`src/hdl/brf_pkg.sv`:
```
// Package for the byte ring FIFO: opcodes, controller states, result metadata.
// Used by every other file of the block except brf_ram; depends on nothing.
`default_nettype none

package brf_pkg;

    localparam int BYTE_W         = 8;
    localparam int COUNT_W        = 13;
    localparam int REQ_W          = 7;
    localparam int CFG_W          = 4;
    localparam int MAX_REQUEST    = 64;
    localparam int CAP_LOG2_RESET = 12;

    typedef logic [BYTE_W-1:0]  t_byte;
    typedef logic [COUNT_W-1:0] t_count;
    typedef logic [REQ_W-1:0]   t_req;
    typedef logic [CFG_W-1:0]   t_cfg;

    localparam t_count COUNT_MAX = '1;

    typedef enum logic [1:0] {
        OP_WRITE = 2'd0,
        OP_READ  = 2'd1,
        OP_PEEK  = 2'd2,
        OP_CLEAR = 2'd3
    } t_opcode;

    typedef enum logic {
        ST_IDLE = 1'b0,
        ST_READ = 1'b1
    } t_state;

    // Everything a result carries apart from the byte itself
    typedef struct packed {
        logic   byte_valid;
        t_count transfer_count;
        t_count fill_level;
        logic   is_empty;
        logic   is_full;
        logic   result_last;
    } t_meta;

    // One result launched by the controller into the output pipeline
    typedef struct packed {
        logic  load;
        logic  from_ram;
        t_meta meta;
    } t_issue;

endpackage

`default_nettype wire

```
`src/hdl/brf_if.sv`:
```
// Valid/ready channel interfaces for requests and results of the byte ring FIFO.
// Depends on brf_pkg for field widths.
`default_nettype none


interface brf_res_if;
    logic                 valid;
    logic                 ready;
    brf_pkg::t_byte       out_byte;
    logic                 byte_valid;
    brf_pkg::t_count      transfer_count;
    brf_pkg::t_count      fill_level;
    logic                 is_empty;
    logic                 is_full;
    logic                 result_last;

    modport source (output valid, out_byte, byte_valid, transfer_count, fill_level,
                    is_empty, is_full, result_last, input ready);
    modport sink   (input valid, out_byte, byte_valid, transfer_count, fill_level,
                    is_empty, is_full, result_last, output ready);
endinterface

`default_nettype wire

```
`src/hdl/brf_out.sv`:
```
// Output pipeline: a stage aligned with the RAM read latency, then the result register.
// Takes launches from brf_ctrl and read data from brf_ram; uses brf_pkg.
`default_nettype none

module brf_out (
    input  wire logic              i_clk,
    input  wire logic              i_rst_n,
    input  wire brf_pkg::t_issue   i_issue,
    input  wire brf_pkg::t_byte    i_ram_rdata,
    output logic                   o_slot_free,
    brf_res_if.source              o_res
);
    import brf_pkg::*;

    logic   r_p_valid;
    logic   r_p_ram;
    t_meta  r_p_meta;
    logic   r_o_valid;
    t_meta  r_o_meta;
    t_byte  r_o_byte;
    logic   p_move;

    // Advance the aligned stage when the result register is free or drains
    assign p_move      = r_p_valid && (!r_o_valid || o_res.ready);
    assign o_slot_free = !r_p_valid || p_move;

    // Valid bits
    always_ff @(posedge i_clk) begin
        if (!i_rst_n) begin
            r_p_valid <= 1'b0;
            r_o_valid <= 1'b0;
        end else begin
            if (i_issue.load) begin
                r_p_valid <= 1'b1;
            end else if (p_move) begin
                r_p_valid <= 1'b0;
            end
            if (p_move) begin
                r_o_valid <= 1'b1;
            end else if (o_res.ready) begin
                r_o_valid <= 1'b0;
            end
        end
    end

    // Payload: RAM data lines up with the aligned stage
    always_ff @(posedge i_clk) begin
        if (i_issue.load) begin
            r_p_ram  <= i_issue.from_ram;
            r_p_meta <= i_issue.meta;
        end
        if (p_move) begin
            r_o_meta <= r_p_meta;
            r_o_byte <= r_p_ram ? i_ram_rdata : '0;
        end
    end

    assign o_res.valid          = r_o_valid;
    assign o_res.out_byte       = r_o_byte;
    assign o_res.byte_valid     = r_o_meta.byte_valid;
    assign o_res.transfer_count = r_o_meta.transfer_count;
    assign o_res.fill_level     = r_o_meta.fill_level;
    assign o_res.is_empty       = r_o_meta.is_empty;
    assign o_res.is_full        = r_o_meta.is_full;
    assign o_res.result_last    = r_o_meta.result_last;

`ifndef SYNTHESIS
    a_stage_holds: assert property (@(posedge i_clk) disable iff (!i_rst_n)
        (r_p_valid && !p_move) |-> !i_issue.load)
        else $error("launch into an occupied stage");

    a_move_fills_out: assert property (@(posedge i_clk) disable iff (!i_rst_n)
        p_move |=> r_o_valid)
        else $error("advanced result lost");

    a_ram_byte_valid: assert property (@(posedge i_clk) disable iff (!i_rst_n)
        r_p_valid |-> (r_p_ram == r_p_meta.byte_valid))
        else $error("byte flag disagrees with data source");
`endif

endmodule

`default_nettype wire

```
`src/flat_wrapper.sv`:
```
// flat-port wrapper written by rule: the top's interface ports become plain ports
module brf_out_flat import brf_pkg::*;
  (i_clk, i_rst_n, i_issue, i_ram_rdata, o_slot_free, o_res_valid, o_res_out_byte, o_res_byte_valid, o_res_transfer_count, o_res_fill_level, o_res_is_empty, o_res_is_full, o_res_result_last, o_res_ready);
  brf_res_if o_res_i ();
  input  wire logic i_clk;
  input  wire logic i_rst_n;
  input  wire brf_pkg::t_issue i_issue;
  input  wire brf_pkg::t_byte i_ram_rdata;
  output logic o_slot_free;
  output wire logic [$bits(o_res_i.valid)-1:0] o_res_valid;
  output wire logic [$bits(o_res_i.out_byte)-1:0] o_res_out_byte;
  output wire logic [$bits(o_res_i.byte_valid)-1:0] o_res_byte_valid;
  output wire logic [$bits(o_res_i.transfer_count)-1:0] o_res_transfer_count;
  output wire logic [$bits(o_res_i.fill_level)-1:0] o_res_fill_level;
  output wire logic [$bits(o_res_i.is_empty)-1:0] o_res_is_empty;
  output wire logic [$bits(o_res_i.is_full)-1:0] o_res_is_full;
  output wire logic [$bits(o_res_i.result_last)-1:0] o_res_result_last;
  input wire logic [$bits(o_res_i.ready)-1:0] o_res_ready;
  assign o_res_valid = o_res_i.valid;
  assign o_res_out_byte = o_res_i.out_byte;
  assign o_res_byte_valid = o_res_i.byte_valid;
  assign o_res_transfer_count = o_res_i.transfer_count;
  assign o_res_fill_level = o_res_i.fill_level;
  assign o_res_is_empty = o_res_i.is_empty;
  assign o_res_is_full = o_res_i.is_full;
  assign o_res_result_last = o_res_i.result_last;
  assign o_res_i.ready = o_res_ready;
  brf_out u_core (.i_clk(i_clk), .i_rst_n(i_rst_n), .i_issue(i_issue), .i_ram_rdata(i_ram_rdata), .o_slot_free(o_slot_free), .o_res(o_res_i));
endmodule
```
`config.mk`:
```
export PLATFORM = sky130hd
export DESIGN_NAME = brf_out_flat
export DESIGN_NICKNAME = d
export VERILOG_FILES = /design/src/hdl/brf_pkg.sv /design/src/hdl/brf_if.sv /design/src/hdl/brf_out.sv /design/src/flat_wrapper.sv
export SDC_FILE = /design/constraint.sdc
export NUM_CORES = 1
export LEC_CHECK = 0
export BUFFER_PORTS_ARGS = -buffer_cell sky130_fd_sc_hd__buf_2
export CORE_MARGIN = 4
export CORE_UTILIZATION = 51
export DETAILED_ROUTE_END_ITERATION = 10
export PLACE_DENSITY_LB_ADDON = 0.3
export SLEW_MARGIN = 20
export SYNTH_ARGS = -nofsm -noshare
export SYNTH_HDL_FRONTEND = slang
export SYNTH_SLANG_ARGS = --single-unit
```
`constraint.sdc`:
```
create_clock -name i_clk -period 5.75 [get_ports i_clk]
set_input_delay 0.575 -clock i_clk [delete_from_list [all_inputs] [get_ports i_clk]]
set_output_delay 0.575 -clock i_clk [all_outputs]
set_load 0.1 [all_outputs]
```
# [Word-level counts from Yosys, hierarchy flattened]
# Cells that the tools add are included.
[op_classes] mux=4 n_reduce_logical=7
[op_table] cell="two-way mux 1 bit" n=4
[op_table] cell="nonzero test 2 bit" n=2
[op_table] cell="logical NOT 1 bit" n=2
[op_table] cell="logical OR 1 bit" n=2
[op_table] cell="logical AND 1 bit" n=1
[word_totals] inputBits=43 register_bits=71

# [Logic depth before layout (Yosys ltp)]
[logic_depth] depth_word=5 depth_mapped=2 depth_no_buf=2

# [Worst setup path before layout]
# No wires, ideal clock.
[synth_timing] kind="reg-to-reg" from="register u_core.r_o_valid, in the netlist u_core.o_res.valid" to="register u_core.r_o_meta (netlist bit u_core.o_res.byte_valid), enable pin" path_buffers=0 path_stages_with_launch=3 setup_time_ns=0.438 arrival_ns=2.681 slack_ns=2.631 path_cell_list="dfxtp_1 nor2b_2 nor2b_1"
[synth_via] elab_chain_len=3
[synth_lines] item="from (decl)" line_no="brf_out.sv:18" source="logic r_o_valid;"
[synth_lines] item="from (signal assigned)" line_no="brf_out.sv:31" source="r_o_valid <= 1'b0;"
[synth_lines] item="from (signal assigned)" line_no="brf_out.sv:39" source="r_o_valid <= 1'b1;"
[synth_lines] item="from (signal assigned)" line_no="brf_out.sv:41" source="r_o_valid <= 1'b0;"
[synth_lines] item="logical NOT 1 bit" line_no="brf_out.sv:24" source="assign p_move = r_p_valid && (!r_o_valid || o_res.ready);"
[synth_lines] item="logical OR 1 bit" line_no="brf_out.sv:24"
[synth_lines] item="logical AND 1 bit" line_no="brf_out.sv:24"
[synth_lines] item="via u_core.p_move" line_no="brf_out.sv:21" source="logic p_move;"
[synth_lines] item="to (signal assigned)" line_no="brf_out.sv:53" source="r_o_meta <= r_p_meta;"
[synth_lines] item="to (decl)" line_no="brf_out.sv:19" source="t_meta r_o_meta;"
# The timed path passes the listed nets, and every way through them passes these cells.
# A chain may end at the register's enable or synchronous reset.

# [Worst setup path after layout]
[layout_timing] from="register u_core.r_o_valid, in the netlist u_core.o_res.valid" to="output o_slot_free"
[layout_via] elab_chain_len=4
[layout_lines] item="logical NOT 1 bit" line_no="brf_out.sv:24"
[layout_lines] item="logical OR 1 bit" line_no="brf_out.sv:24"
[layout_lines] item="logical AND 1 bit" line_no="brf_out.sv:24"
[layout_lines] item="logical OR 1 bit" line_no="brf_out.sv:25" source="assign o_slot_free = !r_p_valid || p_move;"
[layout_lines] item="to (decl)" line_no="flat_wrapper.sv:9" source="output logic o_slot_free;"
# Every way passes these cells.

==> flow_results.org <==
** Power and ir drop
- Max VDD drop :: 292 uV
- Reg power frac :: 0.582
- The internal power of the cells totals 0.000778 W.
- For this design the ratio of total power to cell area is 374 mW/mm2.
- The share of total power dissipated in the clock network is 0.281.
- The design draws 0.00106 W.
- Leakage Power :: 1.11 nW
- Combinational group share of total power :: 0.137
- Switching part of the total :: 0.265
- Switching power of the nets :: 0.000281 W

** Global routing
- The first global-routing pass estimated 5510 um of wire.
- For this run, the total global-route usage over all layers was measured as 0.147.
- Largest net degree at the start of global routing :: 39
- Number of global-route vias before repair :: 1193
- The number of antenna violations at the first check in global routing is 0.
- For this run the aggregate overflow at the end of global routing stands at 0.

** Synthesis
- The share of the Yosys chip area taken by registers is 0.959.
- Leading area contributor after synthesis :: edfxtp_1
- A synthesized cell averages 25.9 um2.
- Synthesis produced a netlist whose cell count is 85.
- Leading post-synthesis cells by cell area :: edfxtp_1, and2_1, dfxtp_1
- The number of nets in the synthesized netlist is 128.
- Cell Area, Synth :: 0.00220 mm2
- The share of synthesized area in the top cell type comes to 0.940.
- Yosys printed 0 warnings.
- The synthesized design contains 71 register bits.
- Number of distinct library cells after synthesis :: 8

** STA
- Max frequency :: 533 MHz
- Transition time at the pin with the least slew margin :: 1.04 ns
- Final count of pins violating max slew :: 0
- In the finished design, the share of the clock period the worst path needs comes to 0.326.
- Setup violations remaining at the end of the flow were counted as 0.
- For the final database, setup skew stands at 0.00661 ns.
- The worst pin sits at a relative slew slack of 0.306.
- The clock period could shrink to 1.88 ns.
- The final hold violation count was 0.
- WHS :: 0.414 ns
- Setup repair after global routing missed its margin :: false
- Setup TNS :: 0 ns

** Finish
- Leaving out fill and tap cells, the most frequent cells in the layout are buf_2, edfxtp_1, and2_1, clkbuf_8.
- The library cell used most frequently in the layout, excluding fill and tap cells, is buf_2.
- Layout-stage area growth over the synthesis result :: 28.3%
- Share of cells above drive strength 1 :: 0.519
- Post-Route Utilization :: 0.692
- The number of antenna diodes in the final layout is 0.
- The final layout contains 221 nets.
- Final design instance area without fill :: 0.00283 mm2

** Clocking
- The number of gates resized after CTS was 0.
- H-tree depth :: 3
- Buffers added to address setup during post-CTS repair amount to 0.
- CTS Root Cell :: clkbuf_8
- Quantity of hold-fixing buffers added after cts :: 0
- TritonCTS Buffers :: 9
- TritonCTS built the clock tree.
- The clock reaches the later pin of the worst-skew pair after 0.32 ns.
- The clock drives 71 sinks.
- Buffer depth of the longest clock path :: 2
- Post-CTS clock slew at the launch and capture registers of the worst setup and hold paths :: 0.07 ns

** Setup path
- STA classifies the critical path startpoint as a flop.
- Walking the worst path, the cells encountered are nor2b_2, nand2_1, buf_2.
- Required time worst endpoint :: 5.18 ns
- Endpoint kind of the worst setup timing path :: output port
- Slowest stage cell on the critical path :: buf_2
- By startpoint and endpoint, the worst setup path is classified as flop to output port.
- Critical path fanouts, max :: 4
- CP Data Arrival Time :: 1.30 ns
- For this run, the slowest stage of the critical path takes 0.41 ns.

** Place
- Final weighted congestion in routability-driven placement :: 0.665
- The placed instances occupy a cell area of 0.00268 mm2.
- Count of input and output buffers :: 82
- Detailed placer's ending HPWL :: 2510 um

** Die
- The total area inside the core boundary comes to 0.00409 mm2.
- Die H :: 73.7 um
- Die width :: 73.7 um
- For this configuration, the core starts out at a cell density of 0.539.
- 83 I/O pins were placed.
- The floorplan has 23 rows.
- DIE AREA :: 0.00544 mm2

** Detailed routing
- Summing over every cut layer, the via total after detailed routing is 1089.
- Number of nets with antenna violations after routing :: 0
- The first routing iteration left 85 violations.
- Wirelength per Cell :: 15.2 um
- The first detailed-routing pass ran for 5 iterations.
- DR DRC count :: 0
- In the routed layout, each cell is associated on average with a via count of 4.71.
- For this block, the routed nets add up to 3520 um of wire.

** Job
- Max-cap violations :: 0

** Hold path
- The worst hold path belongs to the class flop to flop.

** Outcome
- Outcome :: finished clean
-- power groups by stage --
stage	Sequential (W)	Clock [W]	Combinational (W)
global placement	0.000625	0	0.000144
global route	0.000620	0.000334	0.000151
finish	0.000617	0.000297	0.000145
floorplan	0.000729	0	0.00000883
detailed placement	0.000628	0	0.000146
CTS	0.000617	0.000308	0.000147
-- final cells by class --
cell class / count / area [um2]
flip-flops and latches: 71 / 2110
fillers: 274 / 1260
repair buffers: 82 / 410
clock buffers: 11 / 131
multi-input cells: 14 / 98.8
well taps: 50 / 62.6
clock inverters: 3 / 12.5
-- registers in the layout (all words and copies together) (netlist names) --
register                     flops
u_core.r_p_meta                 30
u_core.o_res.fill_level         13
u_core.o_res.transfer_count     13
u_core.o_res.out_byte            8
u_core.o_res.byte_valid          1
u_core.o_res.is_empty            1
u_core.o_res.is_full             1
u_core.o_res.result_last         1
u_core.o_res.valid               1
u_core.r_p_ram                   1
u_core.r_p_valid                 1
-- kinds of logic after synthesis --
family | synth area share
AOI/OAI and AO/OA | 0.00738
and+or+nand+nor | 0.0341
DFF | 0.959
-- synthesized netlist by cell type --
| library cell | number |
|---|---|
| nor2b_1 | 1 |
| a22o_1 | 1 |
| edfxtp_1 | 69 |
| nor2b_2 | 1 |
| nand2_1 | 1 |
| dfxtp_1 | 2 |
| and2_1 | 9 |
| o21a_1 | 1 |
-- through the flow --
stage / std cells / worst slack [ns]
2_1_floorplan: 85 / 2.63
3_3_place_gp: 217 / 3.84
3_5_place_dp: 217 / 3.79
4_1_cts: 231 / 3.84
5_1_grt: 231 / 3.78
6_report: 231 / 3.87
-- critical path: cells and delay by family, from the launching register on --
kind | cells | cell delay [ns]
DFF | 1 | 0.32
buffers and inverters | 1 | 0.41
and+or+nand+nor | 2 | 0.26
-- worst paths after layout --
check | from | endpoint | slack, ns | cells after the start
max reg2reg | u_core.o_res.valid | u_core.o_res.fill_level[2] | 4.04 | 2
max | u_core.o_res.valid | o_slot_free | 3.87 | 3
min reg2reg | u_core.r_p_meta[27] | u_core.o_res.transfer_count[11] | 0.41 | 0
min | u_core.r_p_meta[27] | u_core.o_res.transfer_count[11] | 0.41 | 0
-- layer usage --
layer / track usage / part of all wire / vias up / wire length (um)
li1: - / - / 516 / -
met1: 0.154 / 0.35 / 510 / 1230
met2: 0.247 / 0.52 / 58 / 1820
met3: 0.0657 / 0.11 / 5 / 402
met4: 0.0785 / 0.018 / 0 / 64
met5: 0 / 0 / - / 0
Power figures use the tool's default switching activity.
