## src/hdl/brf_pkg.sv

```systemverilog
// Package for the byte ring FIFO: opcodes, controller states, result metadata.
// Used by every other file of the block except brf_ram; depends on nothing.
`default_nettype none

package brf_pkg;

    localparam int BYTE_W         = 8;
    localparam int COUNT_W        = 13;
    localparam int REQ_W          = 7;
    localparam int CFG_W          = 4;
    localparam int MAX_REQUEST    = 64;
    localparam int CAP_LOG2_RESET = 12;

    typedef logic [BYTE_W-1:0]  t_byte;
    typedef logic [COUNT_W-1:0] t_count;
    typedef logic [REQ_W-1:0]   t_req;
    typedef logic [CFG_W-1:0]   t_cfg;

    localparam t_count COUNT_MAX = '1;

    typedef enum logic [1:0] {
        OP_WRITE = 2'd0,
        OP_READ  = 2'd1,
        OP_PEEK  = 2'd2,
        OP_CLEAR = 2'd3
    } t_opcode;

    typedef enum logic {
        ST_IDLE = 1'b0,
        ST_READ = 1'b1
    } t_state;

    // Everything a result carries apart from the byte itself
    typedef struct packed {
        logic   byte_valid;
        t_count transfer_count;
        t_count fill_level;
        logic   is_empty;
        logic   is_full;
        logic   result_last;
    } t_meta;

    // One result launched by the controller into the output pipeline
    typedef struct packed {
        logic  load;
        logic  from_ram;
        t_meta meta;
    } t_issue;

endpackage

`default_nettype wire

```

## src/hdl/brf_if.sv

```systemverilog
// Valid/ready channel interfaces for requests and results of the byte ring FIFO.
// Depends on brf_pkg for field widths.
`default_nettype none

interface brf_req_if;
    logic                 valid;
    logic                 ready;
    logic [1:0]           opcode;
    brf_pkg::t_byte       data_byte;
    logic                 burst_last;
    brf_pkg::t_req        request_length;

    modport source (output valid, opcode, data_byte, burst_last, request_length,
                    input ready);
    modport sink   (input valid, opcode, data_byte, burst_last, request_length,
                    output ready);
endinterface


`default_nettype wire

```

## src/hdl/brf_ctrl.sv

```systemverilog
// Ring FIFO controller: indices, burst counter, capacity and the read sequencer.
// Drives the store RAM and launches results into brf_out; uses brf_pkg.
`default_nettype none

module brf_ctrl #(
    parameter int DEPTH_LOG2 = 12
) (
    input  wire logic                  i_clk,
    input  wire logic                  i_rst_n,
    brf_req_if.sink                    i_req,
    input  wire logic                  i_cfg_we,
    input  wire brf_pkg::t_cfg         i_cfg_wdata,
    input  wire logic                  i_slot_free,
    output brf_pkg::t_issue            o_issue,
    output logic                       o_ram_we,
    output logic [DEPTH_LOG2-1:0]      o_ram_waddr,
    output brf_pkg::t_byte             o_ram_wdata,
    output logic                       o_ram_re,
    output logic [DEPTH_LOG2-1:0]      o_ram_raddr
);
    import brf_pkg::*;

    localparam int AW       = DEPTH_LOG2;
    localparam int IW       = DEPTH_LOG2 + 1;
    localparam int LG_W     = $clog2(DEPTH_LOG2 + 1);
    localparam int RESET_LG = (CAP_LOG2_RESET > DEPTH_LOG2) ? DEPTH_LOG2 : CAP_LOG2_RESET;

    t_state            r_state, n_state;
    logic [IW-1:0]     r_wi, n_wi;
    logic [IW-1:0]     r_ri, n_ri;
    t_count            r_burst, n_burst;
    logic [LG_W-1:0]   r_lg, n_lg;
    logic [IW-1:0]     r_rd_ptr, n_rd_ptr;
    t_req              r_left, n_left;
    t_req              r_req_n, n_req_n;

    logic              accept;
    t_opcode           op;
    logic [IW-1:0]     reg_fill;
    logic [IW-1:0]     cap;
    logic [AW-1:0]     addr_mask;
    t_req              req_cl;
    t_req              fill_cl;
    t_req              take;
    logic [IW-1:0]     st_fill;
    t_count            burst_inc;

    assign op        = t_opcode'(i_req.opcode);
    assign accept    = i_req.valid && i_req.ready;
    assign reg_fill  = r_wi - r_ri;
    assign cap       = IW'(1) << r_lg;
    assign addr_mask = (AW'(1) << r_lg) - AW'(1);
    assign burst_inc = (r_burst != COUNT_MAX) ? r_burst + t_count'(1) : r_burst;

    // Bytes a read or peek returns: the request, at most 64, at most the fill
    always_comb begin
        req_cl  = (int'(i_req.request_length) > MAX_REQUEST) ?
                  REQ_W'(MAX_REQUEST) : i_req.request_length;
        fill_cl = (int'(reg_fill) > MAX_REQUEST) ? REQ_W'(MAX_REQUEST) : REQ_W'(reg_fill);
        take    = (fill_cl < req_cl) ? fill_cl : req_cl;
    end

    // Next state
    always_comb begin
        n_state = r_state;
        case (r_state)
            ST_IDLE: begin
                if (!i_cfg_we && accept && (op inside {OP_READ, OP_PEEK}) && take != '0) begin
                    n_state = ST_READ;
                end
            end
            ST_READ: begin
                if (i_slot_free && r_left == REQ_W'(1)) begin
                    n_state = ST_IDLE;
                end
            end
            default: n_state = ST_IDLE;
        endcase
    end

    // Handshake outputs
    always_comb begin
        i_req.ready = (r_state == ST_IDLE) && i_slot_free;
    end

    // Index update, store access and result launch
    always_comb begin
        n_wi        = r_wi;
        n_ri        = r_ri;
        n_burst     = r_burst;
        n_lg        = r_lg;
        n_rd_ptr    = r_rd_ptr;
        n_left      = r_left;
        n_req_n     = r_req_n;
        o_issue     = '0;
        o_ram_we    = 1'b0;
        o_ram_waddr = r_wi[AW-1:0] & addr_mask;
        o_ram_wdata = i_req.data_byte;
        o_ram_re    = 1'b0;
        o_ram_raddr = r_rd_ptr[AW-1:0] & addr_mask;

        if (i_cfg_we) begin
            // New capacity empties the buffer
            if (i_cfg_wdata == '0) begin
                n_lg = LG_W'(1);
            end else if (int'(i_cfg_wdata) > DEPTH_LOG2) begin
                n_lg = LG_W'(DEPTH_LOG2);
            end else begin
                n_lg = LG_W'(i_cfg_wdata);
            end
            n_wi    = '0;
            n_ri    = '0;
            n_burst = '0;
        end else if (accept) begin
            o_issue.load             = 1'b1;
            o_issue.meta.result_last = 1'b1;
            case (op)
                OP_WRITE: begin
                    // Drop the byte when full
                    if (reg_fill < cap) begin
                        o_ram_we = 1'b1;
                        n_wi     = r_wi + IW'(1);
                        n_burst  = burst_inc;
                    end
                    if (i_req.burst_last) begin
                        o_issue.meta.transfer_count = n_burst;
                        n_burst                     = '0;
                    end
                end
                OP_READ, OP_PEEK: begin
                    // Non-empty request: hand over to the sequencer
                    if (take != '0) begin
                        o_issue.load = 1'b0;
                        n_rd_ptr     = r_ri;
                        n_left       = take;
                        n_req_n      = take;
                        if (op == OP_READ) begin
                            n_ri = r_ri + IW'(take);
                        end
                    end
                end
                OP_CLEAR: begin
                    n_wi    = '0;
                    n_ri    = '0;
                    n_burst = '0;
                end
                default: o_issue.load = 1'b1;
            endcase
        end else if (r_state == ST_READ && i_slot_free) begin
            // One store read per returned byte
            o_ram_re                 = 1'b1;
            o_issue.load             = 1'b1;
            o_issue.from_ram         = 1'b1;
            o_issue.meta.byte_valid  = 1'b1;
            o_issue.meta.result_last = (r_left == REQ_W'(1));
            if (r_left == REQ_W'(1)) begin
                o_issue.meta.transfer_count = t_count'(r_req_n);
            end
            n_rd_ptr = r_rd_ptr + IW'(1);
            n_left   = r_left - REQ_W'(1);
        end

        // Status after the step
        st_fill                 = n_wi - n_ri;
        o_issue.meta.fill_level = t_count'(st_fill);
        o_issue.meta.is_empty   = (st_fill == '0);
        o_issue.meta.is_full    = (st_fill == cap);
    end

    // Control registers
    always_ff @(posedge i_clk) begin
        if (!i_rst_n) begin
            r_state  <= ST_IDLE;
            r_wi     <= '0;
            r_ri     <= '0;
            r_burst  <= '0;
            r_lg     <= LG_W'(RESET_LG);
            r_rd_ptr <= '0;
            r_left   <= '0;
            r_req_n  <= '0;
        end else begin
            r_state  <= n_state;
            r_wi     <= n_wi;
            r_ri     <= n_ri;
            r_burst  <= n_burst;
            r_lg     <= n_lg;
            r_rd_ptr <= n_rd_ptr;
            r_left   <= n_left;
            r_req_n  <= n_req_n;
        end
    end

`ifndef SYNTHESIS
    a_fill_bounded: assert property (@(posedge i_clk) disable iff (!i_rst_n)
        reg_fill <= cap)
        else $error("fill level above capacity");

    a_read_has_work: assert property (@(posedge i_clk) disable iff (!i_rst_n)
        (r_state == ST_READ) |-> (r_left != '0))
        else $error("read sequencer active with nothing left");

    a_read_ends: assert property (@(posedge i_clk) disable iff (!i_rst_n)
        (r_state == ST_READ && i_slot_free && r_left == REQ_W'(1)) |=> (r_state == ST_IDLE))
        else $error("read sequencer did not return to idle");

    a_no_write_during_read: assert property (@(posedge i_clk) disable iff (!i_rst_n)
        o_ram_re |-> !o_ram_we)
        else $error("store written while a request is being read out");
`endif

endmodule

`default_nettype wire

```

## src/flat_wrapper.sv

```systemverilog
// flat-port wrapper written by rule: the top's interface ports become plain ports
module brf_ctrl_flat import brf_pkg::*;
#(
    parameter int DEPTH_LOG2 = 12
)
  (i_clk, i_rst_n, i_cfg_we, i_cfg_wdata, i_slot_free, o_issue, o_ram_we, o_ram_waddr, o_ram_wdata, o_ram_re, o_ram_raddr, i_req_valid, i_req_opcode, i_req_data_byte, i_req_burst_last, i_req_request_length, i_req_ready);
  brf_req_if i_req_i ();
  input  wire logic i_clk;
  input  wire logic i_rst_n;
  input  wire logic i_cfg_we;
  input  wire brf_pkg::t_cfg i_cfg_wdata;
  input  wire logic i_slot_free;
  output brf_pkg::t_issue o_issue;
  output logic o_ram_we;
  output logic [DEPTH_LOG2-1:0] o_ram_waddr;
  output brf_pkg::t_byte o_ram_wdata;
  output logic o_ram_re;
  output logic [DEPTH_LOG2-1:0] o_ram_raddr;
  input wire logic [$bits(i_req_i.valid)-1:0] i_req_valid;
  input wire logic [$bits(i_req_i.opcode)-1:0] i_req_opcode;
  input wire logic [$bits(i_req_i.data_byte)-1:0] i_req_data_byte;
  input wire logic [$bits(i_req_i.burst_last)-1:0] i_req_burst_last;
  input wire logic [$bits(i_req_i.request_length)-1:0] i_req_request_length;
  output wire logic [$bits(i_req_i.ready)-1:0] i_req_ready;
  assign i_req_i.valid = i_req_valid;
  assign i_req_i.opcode = i_req_opcode;
  assign i_req_i.data_byte = i_req_data_byte;
  assign i_req_i.burst_last = i_req_burst_last;
  assign i_req_i.request_length = i_req_request_length;
  assign i_req_ready = i_req_i.ready;
  brf_ctrl #(.DEPTH_LOG2(DEPTH_LOG2)) u_core (.i_clk(i_clk), .i_rst_n(i_rst_n), .i_req(i_req_i), .i_cfg_we(i_cfg_we), .i_cfg_wdata(i_cfg_wdata), .i_slot_free(i_slot_free), .o_issue(o_issue), .o_ram_we(o_ram_we), .o_ram_waddr(o_ram_waddr), .o_ram_wdata(o_ram_wdata), .o_ram_re(o_ram_re), .o_ram_raddr(o_ram_raddr));
endmodule
```

## config.mk

```make
export PLATFORM = sky130hd
export DESIGN_NAME = brf_ctrl_flat
export DESIGN_NICKNAME = d
export VERILOG_FILES = /design/src/hdl/brf_pkg.sv /design/src/hdl/brf_if.sv /design/src/hdl/brf_ctrl.sv /design/src/flat_wrapper.sv
export SDC_FILE = /design/constraint.sdc
export NUM_CORES = 1
export LEC_CHECK = 0
export ABC_AREA = 1
export BUFFER_PORTS_ARGS = -buffer_cell sky130_fd_sc_hd__buf_4
export CAP_MARGIN = 15
export CELL_PAD_IN_SITES_DETAIL_PLACEMENT = 0
export CELL_PAD_IN_SITES_GLOBAL_PLACEMENT = 1
export CORE_UTILIZATION = 45
export DETAILED_ROUTE_END_ITERATION = 10
export PLACE_DENSITY = 0.91
export SETUP_SLACK_MARGIN = 0.5
export SLEW_MARGIN = 20
export SYNTH_ARGS = -nofsm -noshare
export SYNTH_HDL_FRONTEND = slang
export SYNTH_SLANG_ARGS = --single-unit
```

## constraint.sdc

```tcl
create_clock -name i_clk -period 12.3 [get_ports i_clk]
set_input_delay 2.46 -clock i_clk [delete_from_list [all_inputs] [get_ports i_clk]]
set_output_delay 2.46 -clock i_clk [all_outputs]
set_load 0.01 [all_outputs]
```

# Word level (Yosys, flattened, before mapping)
# Cells that the tools add are included.
[totals]
reg_bits = 71
inputBits = 27
[classes]
add_sub_neg = 8
n_shift = 2
mux = 49
reduce_logical = 20
magnitude_cmp = 5
eq_ne = 8
bitwise = 5
[ops]
columns = ["operator", "count"]
rows = [
  ["13-bit 2-to-1 mux", 17],
  ["13-bit case mux with 2 select lines", 3],
  ["7-bit 2-to-1 mux", 8],
  ["13-bit by 1-bit adder with 13-bit output (second input constant)", 3],
  ["16-bit 2-to-1 mux", 2],
  ["13-bit subtractor", 2],
  ["12-bit AND", 2],
  ["1-bit 2-to-1 mux", 15],
  ["13-bit by 7-bit adder with 13-bit output", 1],
  ["13-bit equality test", 1],
  ["13-bit by 7-bit > comparator with 1-bit output (second input constant)", 1],
  ["13-bit logical NOT", 1],
  ["13-bit < comparator", 1],
  ["13-bit inequality test (second input constant)", 1],
  ["1-bit by 4-bit << shifter with 13-bit output (first input constant)", 1],
  ["1-bit by 4-bit << shifter with 12-bit output (first input constant)", 1],
  ["12-bit by 2-bit subtractor with 12-bit output (second input constant)", 1],
  ["4-bit 2-to-1 mux", 2],
  ["4-bit AND reduction", 2],
  ["7-bit by 1-bit equality test with 1-bit output (second input constant)", 1],
  ["7-bit > comparator (second input constant)", 1],
  ["1-bit logical AND", 7],
  ["7-bit < comparator", 1],
  ["7-bit nonzero test", 1],
  ["other kinds (14)", 21],
]

# Logic depth before layout (Yosys ltp)
# Gate-level depths: netlist of run 1.
[logic_depth]
ltp_word = 13
mapped_depth = 52
ltp_nobuf = 52

# Worst setup path after synthesis of run 1
# No wires, ideal clock.
[synth_path]
kind = "input to output"
startpoint = "in i_req_request_length[2]"
endpoint = "out o_issue[1] (netlist bit)"
arrival_time_ns = 7.707
stages = 36
setup_slack_ns = 2.133
path_buffers = 0
cell_sequence = "nor4_1 > nand2_1 > nand2_1 > nand2_1 > ha_1 > a21oi_1 > nor2_1 > a211oi_1 > nand2_4 > nand2_1 > nand2_1 > inv_1 > ha_1 > inv_1 > fa_1 > xnor2_1 > o21ai_0 > o21ai_0 > o211ai_1 > ha_1 > nand3_1 > and2_1 > inv_1 > a21oi_1 > o21bai_1 > a21oi_1 > o21bai_1 > nand3_1 > nand2_1 > a21oi_1 > o21ai_0 > xor2_1 > nor2_1 > nor3_1 > nand2_1 > nor2_1"
[synth_lines]
columns = ["element", "line", "rtl"]
rows = [
  ["start, declared", "flat_wrapper.sv:23", "input wire logic [$bits(i_req_i.request_length)-1:0] i_req_request_length;"],
  ["end, declared", "flat_wrapper.sv:13", "output brf_pkg::t_issue o_issue;"],
]

==> results.md, run 1 <==
- Status: finished clean
- Commonest non-fill, non-tap cell in the layout: nand2_1
- Routed wire length per instance: between 15 and 20 um
- CTS Hold Bufs: 0
- Crit-path max FO: 8
- Syn-to-layout area delta: 13.9%
- Minimum clock period: 11.08 ns
- Number of H-tree levels: 3
- Fin nets: 1,261
- Clock latency on the worst-skew pair: 0.34 ns
- Hold Path Stages: 2
- Die area: 16,000 um^2
- Yosys cell types: 50
- Vias per cell: between 5 and 6
- Critical path class: input port to primary output
- Actual slew at the worst max-slew pin: 1.06 ns
- Root Buffer: clkbuf_16
- Total iterations of the first detailed-routing run: 5
- IO Port Bufs: a little under 80
- CTS tree: done
- Async set-or-reset flop fraction in the synthesized netlist: 0%
- Commonest non-fill, non-tap cells in the layout: nand2_1, inv_1, nor2_1, buf_4, o21ai_0
- Fin Setup TNS: 0 ns
- Remaining DRCs: 0
- CTS buffer count: 9
- First-pass GRT wire length: 35,300 um
- Worst slew margin: 29.3%
- Commonest register cell after synthesis: dfxtp_1
- Startpoint Class: input port
- Starting Density: 45.9%
- Sequential share of the synthesized area: 20.1%
- Total track usage: 28.2%
- CP Depth: 36
- Register Area: 1400 um^2
- Final hold violations: 0
- Crit path DAT: 8.62 ns
- Register clock-pin slew on the reported worst setup and hold paths: 0.05 ns
- # rows: 45
- Syn Area/Cell: 6.23 um^2
- # resized after CTS: 0
- Post-synth EDFFs: 0
- Path depth of the worst reg2reg path: 38
- Die W: 126 um
- Clock Sinks: 70
- Synth Instances: ~1,100
- Buf+Inv Stages, Crit Path: 5
- Cell area power density: 112 nW/um^2
- Final instance area: 7920 um^2
- Core area: 15,100 um^2
- Yosys reg bits: 70
- Setup Fix Bufs, Post-CTS: 0
- Initial antenna violation count: 0
- Critical Path End Type: primary output
- Via count: between 7,000 and 8,000
- Total Wirelength: 22,000 um
- Number of diodes: 0
- MaxCap Viol Count: 0
- Worst clock skew: 0.00580 ns
- Endpoints failing setup: 0
- Fin crit share: 90.1%
- Multi-input logic area: ~4700 um^2
- RSZ-0062 raised after global routing: false
- DPL Wire Length: 17,300 um
- Hold WC Path Type: register to register
- Post-DP Area: 7600 um^2
- Critical path's top delay family: simple AND/OR/NAND/NOR gates
- Clk buf depth: 2
- GPL Wtd Cong: 0.965
- Final ANT Viol Nets: 0
- Max-slew violation count: 0
- Fill cells: 1,592
- Die H: 126 um
- Crit path max-delay cell type: a211oi_1
- Top-Level Pins: 94
- WHS: 0.506 ns
- Leak pwr: 0.00400 uW
- Post-Syn Nets: approximately 1,200
- Fmax: 90.2 MHz
- Vias in the first global route: a little under 7,000
- Share of layout cells above drive strength 1: 11.7%
- Mapped cell area: 6960 um^2
- CP max stage delay: 0.80 ns
- Largest net degree at the start of global routing: 32
- Global route overflow: 0
- Crit path top cell by count: nand2_1
- Synth Warn #: 0
- Maximum vdd ir drop: about 0.088 mV
- Critical Path RT: 9.84 ns
- Detailed Route Iter0 Violations: 627
==> sequential cells by signal (all words and copies together), names as in the netlist <==
name,flops
u_core.r_ri,13
u_core.r_lg,4
u_core.r_wi,13
u_core.r_rd_ptr,12
u_core.r_burst,13
u_core.r_req_n,7
u_core.r_state,1
u_core.r_left,7
==> synth_stat cells (3+ instances only) <==
cell type / count / area share [%]
o21ai_0: 74 / 5.3
buf_4: 10 / 1.1
xnor2_1: 11 / 1.4
buf_2: 7 / 0.50
nor3_1: 28 / 2.0
o21bai_1: 3 / 0.32
a31oi_1: 7 / 0.63
o211ai_2: 3 / 0.54
or2_2: 6 / 0.54
dfxtp_1: 70 / 20
a21oi_1: 68 / 4.9
o211ai_1: 3 / 0.32
nor2_1: 123 / 6.6
nor4_1: 13 / 1.2
nand3b_1: 6 / 0.65
fa_1: 3 / 0.86
inv_2: 4 / 0.22
o21ai_1: 4 / 0.29
xor2_1: 32 / 4.0
nand2_4: 4 / 0.65
a211oi_1: 5 / 0.54
and2_1: 4 / 0.36
o211a_1: 8 / 1.2
inv_1: 177 / 9.6
nand4_1: 19 / 1.7
nand2_1: 230 / 12
clkbuf_1: 17 / 0.92
nor2_2: 4 / 0.36
o22ai_1: 9 / 0.81
nand3_1: 66 / 4.7
ha_1: 60 / 11
nand2_2: 11 / 0.99
nor2_4: 3 / 0.49
o31ai_1: 4 / 0.43
==> cells by family (layout without fill, tap and decap cells) <==
logic type      count (synthesis)  in the layout  share of synthesized area [%]
compound gates                193            193                           15.9
buf+inv                       219            278                           12.6
simple gates                  528            528                           34.1
fa+ha+maj                      63             63                           11.7
mux                             1              1                          0.144
flops                          70             70                           20.1
xor+xnor                       43             43                           5.41
==> power breakdown <==
part,internal (uW),switching (uW)
Clock,182,104
Sequential,237,9.95
Combinational,119,237
==> worst paths after layout <==
kind                        endpoint               startpoint  slack, ns
setup reg to reg     u_core.r_ri[12]           u_core.r_wi[0]       5.78
setup / recovery          o_issue[1]  i_req_request_length[2]       1.22
hold reg to reg   u_core.r_burst[11]       u_core.r_burst[11]       0.51
hold / removal    u_core.r_burst[11]       u_core.r_burst[11]       0.51
==> worst min-delay path, stage by stage, from the launching register on <==
cell,delay (ns)
dfxtp_1,0.33
nand2_1,0.07
a21oi_1,0.05
==> stage by stage <==
stage	power, uW	std cells	utilization, %	setup slack, ns
after floorplan	502	1117	-	2.13
after global routing	942	1364	52.3	0.704
after CTS	888	1364	52.3	1.32
after global placement	599	1348	50.2	1.44
final	890	1364	52.3	1.22
after detailed placement	601	1348	50.2	1.40
==> routing by layer <==
metal,vias to the layer above,track usage (%),share of wire (%)
met5,-,0,0
met1,3315,39.2,48
li1,3755,-,-
met4,0,6.02,1.7
met3,22,5.06,6.3
met2,258,45.5,44
==> layout make-up <==
type / instances / area share [%]
Timing Repair Buffer: 80 / 7.58
Sequential cell: 70 / 17.7
Multi-Input combinational cell: 828 / 59.1
Clock buffer: 10 / 3.02
Tap cell: 188 / 2.97
Inverter: 182 / 8.62
Clock inverter: 6 / 1.07
Power figures use the tool's default switching activity.
==> run 2: changes to the inputs <==
--- a/config.mk
+++ b/config.mk
@@ -10,11 +10,14 @@
 export CAP_MARGIN = 15
 export CELL_PAD_IN_SITES_DETAIL_PLACEMENT = 0
 export CELL_PAD_IN_SITES_GLOBAL_PLACEMENT = 1
+export CORE_ASPECT_RATIO = 1.1
 export CORE_UTILIZATION = 45
 export DETAILED_ROUTE_END_ITERATION = 10
+export GPL_ROUTABILITY_DRIVEN = 0
 export PLACE_DENSITY = 0.91
 export SETUP_SLACK_MARGIN = 0.5
 export SLEW_MARGIN = 20
 export SYNTH_ARGS = -nofsm -noshare
 export SYNTH_HDL_FRONTEND = slang
 export SYNTH_SLANG_ARGS = --single-unit
+export TNS_END_PERCENT = 20
==> results.md, run 2 (same netlist as run 1, synthesis figures left out) <==
- CTS Hold Bufs: 0 (unchanged)
- Final instance area: 7960 um^2 (+0.43%)
- Crit path DAT: 8.54 ns (-0.08 ns)
- MaxCap Viol Count: 0 (unchanged)
- Largest net degree at the start of global routing: 32 (unchanged)
- Cell area power density: 114 nW/um^2 (+1.8%)
- Die H: 132 um (+4.8%)
- Vias per cell: 5.44 (+1.0%)
- Startpoint Class: input port
- DPL Wire Length: 18,200 um (+5.3%)
- RSZ-0062 raised after global routing: false
- Top Registers: u_core.r_burst x13, u_core.r_ri x13, u_core.r_wi x13
- CTS tree: done
- Share of layout cells above drive strength 1: 11.7% (unchanged)
- Critical Path RT: 9.84 ns (about the same)
- Commonest non-fill, non-tap cell in the layout: nand2_1
- Actual slew at the worst max-slew pin: 1.04 ns (-0.0185 ns)
- Register clock-pin slew on the reported worst setup and hold paths: 0.06 ns (about the same)
- Fin nets: 1,261 (unchanged)
- Status: finished clean
- Vias in the first global route: 6,664 (-1.3%)
- # resized after CTS: 0 (unchanged)
- Final Non-Filler Cells: 1,372 (+0.59%)
- Worst slew margin: 30.3% (+0.99 points)
- Endpoints failing setup: 0 (unchanged)
- Syn-to-layout area delta: 14.4%
- Clock latency on the worst-skew pair: 0.34 ns (about the same)
- Fmax: 90.9 MHz (+0.74%)
- Crit path top cell by count: nand2_1
- Initial antenna violation count: 0 (unchanged)
- Setup Fix Bufs, Post-CTS: 0 (unchanged)
- Clock Sinks: 70 (unchanged)
- Minimum clock period: 11.00 ns (-0.0812 ns)
- Top-Level Pins: 94 (unchanged)
- # rows: 47 (+4.4%)
- Starting Density: 46.2% (+0.28 points)
- First-pass GRT wire length: 34,700 um (-1.9%)
- Critical path's top delay family: simple AND/OR/NAND/NOR gates
- CTS buffer count: 9 (unchanged)
- Number of H-tree levels: 3 (unchanged)
- Total track usage: 28.2% (about the same)
- Global route overflow: 0 (unchanged)
- Final ANT Viol Nets: 0 (unchanged)
- Die W: 121 um (-4.6%)
- Commonest non-fill, non-tap cells in the layout: nand2_1, inv_1, nor2_1, buf_4, o21ai_0
- Fin Setup TNS: 0 ns (unchanged)
- Clk buf depth: 2 (unchanged)
- Root Buffer: clkbuf_16
- Max-slew violation count: 0 (unchanged)
- Die area: 16,000 um^2 (about the same)
- Utilization after layout: 52.9% (+0.54 points)
- Final hold violations: 0 (unchanged)
- Buf+Inv Stages, Crit Path: 5 (unchanged)
- Maximum vdd ir drop: 0.0619 mV (-30%)
- Remaining DRCs: 0 (unchanged)
- IO Port Bufs: 77 (unchanged)
- Via count: 7,469 (+1.6%)
- Total iterations of the first detailed-routing run: 5 (unchanged)
- Post-DP Area: 7610 um^2 (+0.13%)
- Detailed Route Iter0 Violations: 605 (-3.5%)
- Leak pwr: 0.00402 uW (+0.43%)
- Number of diodes: 0 (unchanged)
- Worst clock skew: 0.00443 ns (-0.00138 ns)
- Total Wirelength: 22,400 um (+1.8%)
- Hold WC Path Type: register to register
- Crit-path max FO: 8 (unchanged)
- Placed cell count: 1,356 (+0.59%)
- Core area: 15,100 um^2 (-0.60%)
- Critical path class: input port to primary output
- Crit path max-delay cell type: a211oi_1
- WHS: 0.504 ns (-0.00144 ns)
- Fin crit share: 89.4% (-0.66 points)
- Critical Path End Type: primary output
- Routed wire length per instance: 16.3 um (+1.2%)
- CP max stage delay: 0.81 ns (about the same)
[run 2: cell count changes in the layout (fill, tap and decap cells not counted), sizes merged]
cell	before	now
clkinvlp	2	0
bufinv	2	3
clkinv	3	4
[run 2: final cells by class]
| class | count | area [um^2] |
|---|---|---|
| multi-input cells | 828 | 4680 |
| repair buffers | 80 | 601 |
| clock inverters | 6 | 109 |
| flip-flops and latches | 70 | 1400 |
| inverters | 182 | 683 |
| clock buffers | 10 | 239 |
| fillers | 1617 | 7100 |
| well taps | 196 | 245 |
[run 2: worst paths after layout]
path,startpoint,end,slack (ns),cells after the start
min reg2reg,u_core.r_burst[11],u_core.r_burst[11],0.50,2
min,u_core.r_burst[11],u_core.r_burst[11],0.50,2
max reg2reg,u_core.r_wi[1],u_core.r_ri[12],5.87,38
max,i_req_request_length[2],o_issue[1],1.30,36
[run 2: worst reg2reg max path: cells and delay by family (launching register included)]
family                     cells  cell delay (ns)
AOI/OAI and AO/OA              4             1.41
buffers and inverters          6             0.68
xor gates and xnor gates       1             0.15
adders and majority gates      4             1.26
DFF                            1             0.48
and+or+nand+nor               23             2.39
[run 2: routing by layer]
layer | part of all wire, % | GRT usage (%)
met4 | 4.7 | 14.0
met1 | 44 | 38.1
met3 | 7.0 | 3.98
met2 | 44 | 43.6
met5 | 0 | 0
[run 2: through the flow]
step / power (uW) / worst slack [ns]
2_1_floorplan: 502 / 2.13
3_3_place_gp: 598 / 1.49
3_5_place_dp: 599 / 1.39
4_1_cts: 909 / 1.35
5_1_grt: 963 / 0.614
6_report: 911 / 1.30
[run 2: power by group]
group / internal [uW] / switching, uW / leakage [uW] / total (uW)
Combinational: 120 / 232 / 0.00328 / 352
Sequential: 237 / 10.2 / 0.000567 / 247
Clock: 203 / 108 / 0.000172 / 312
Total: 560 / 351 / 0.00402 / 911
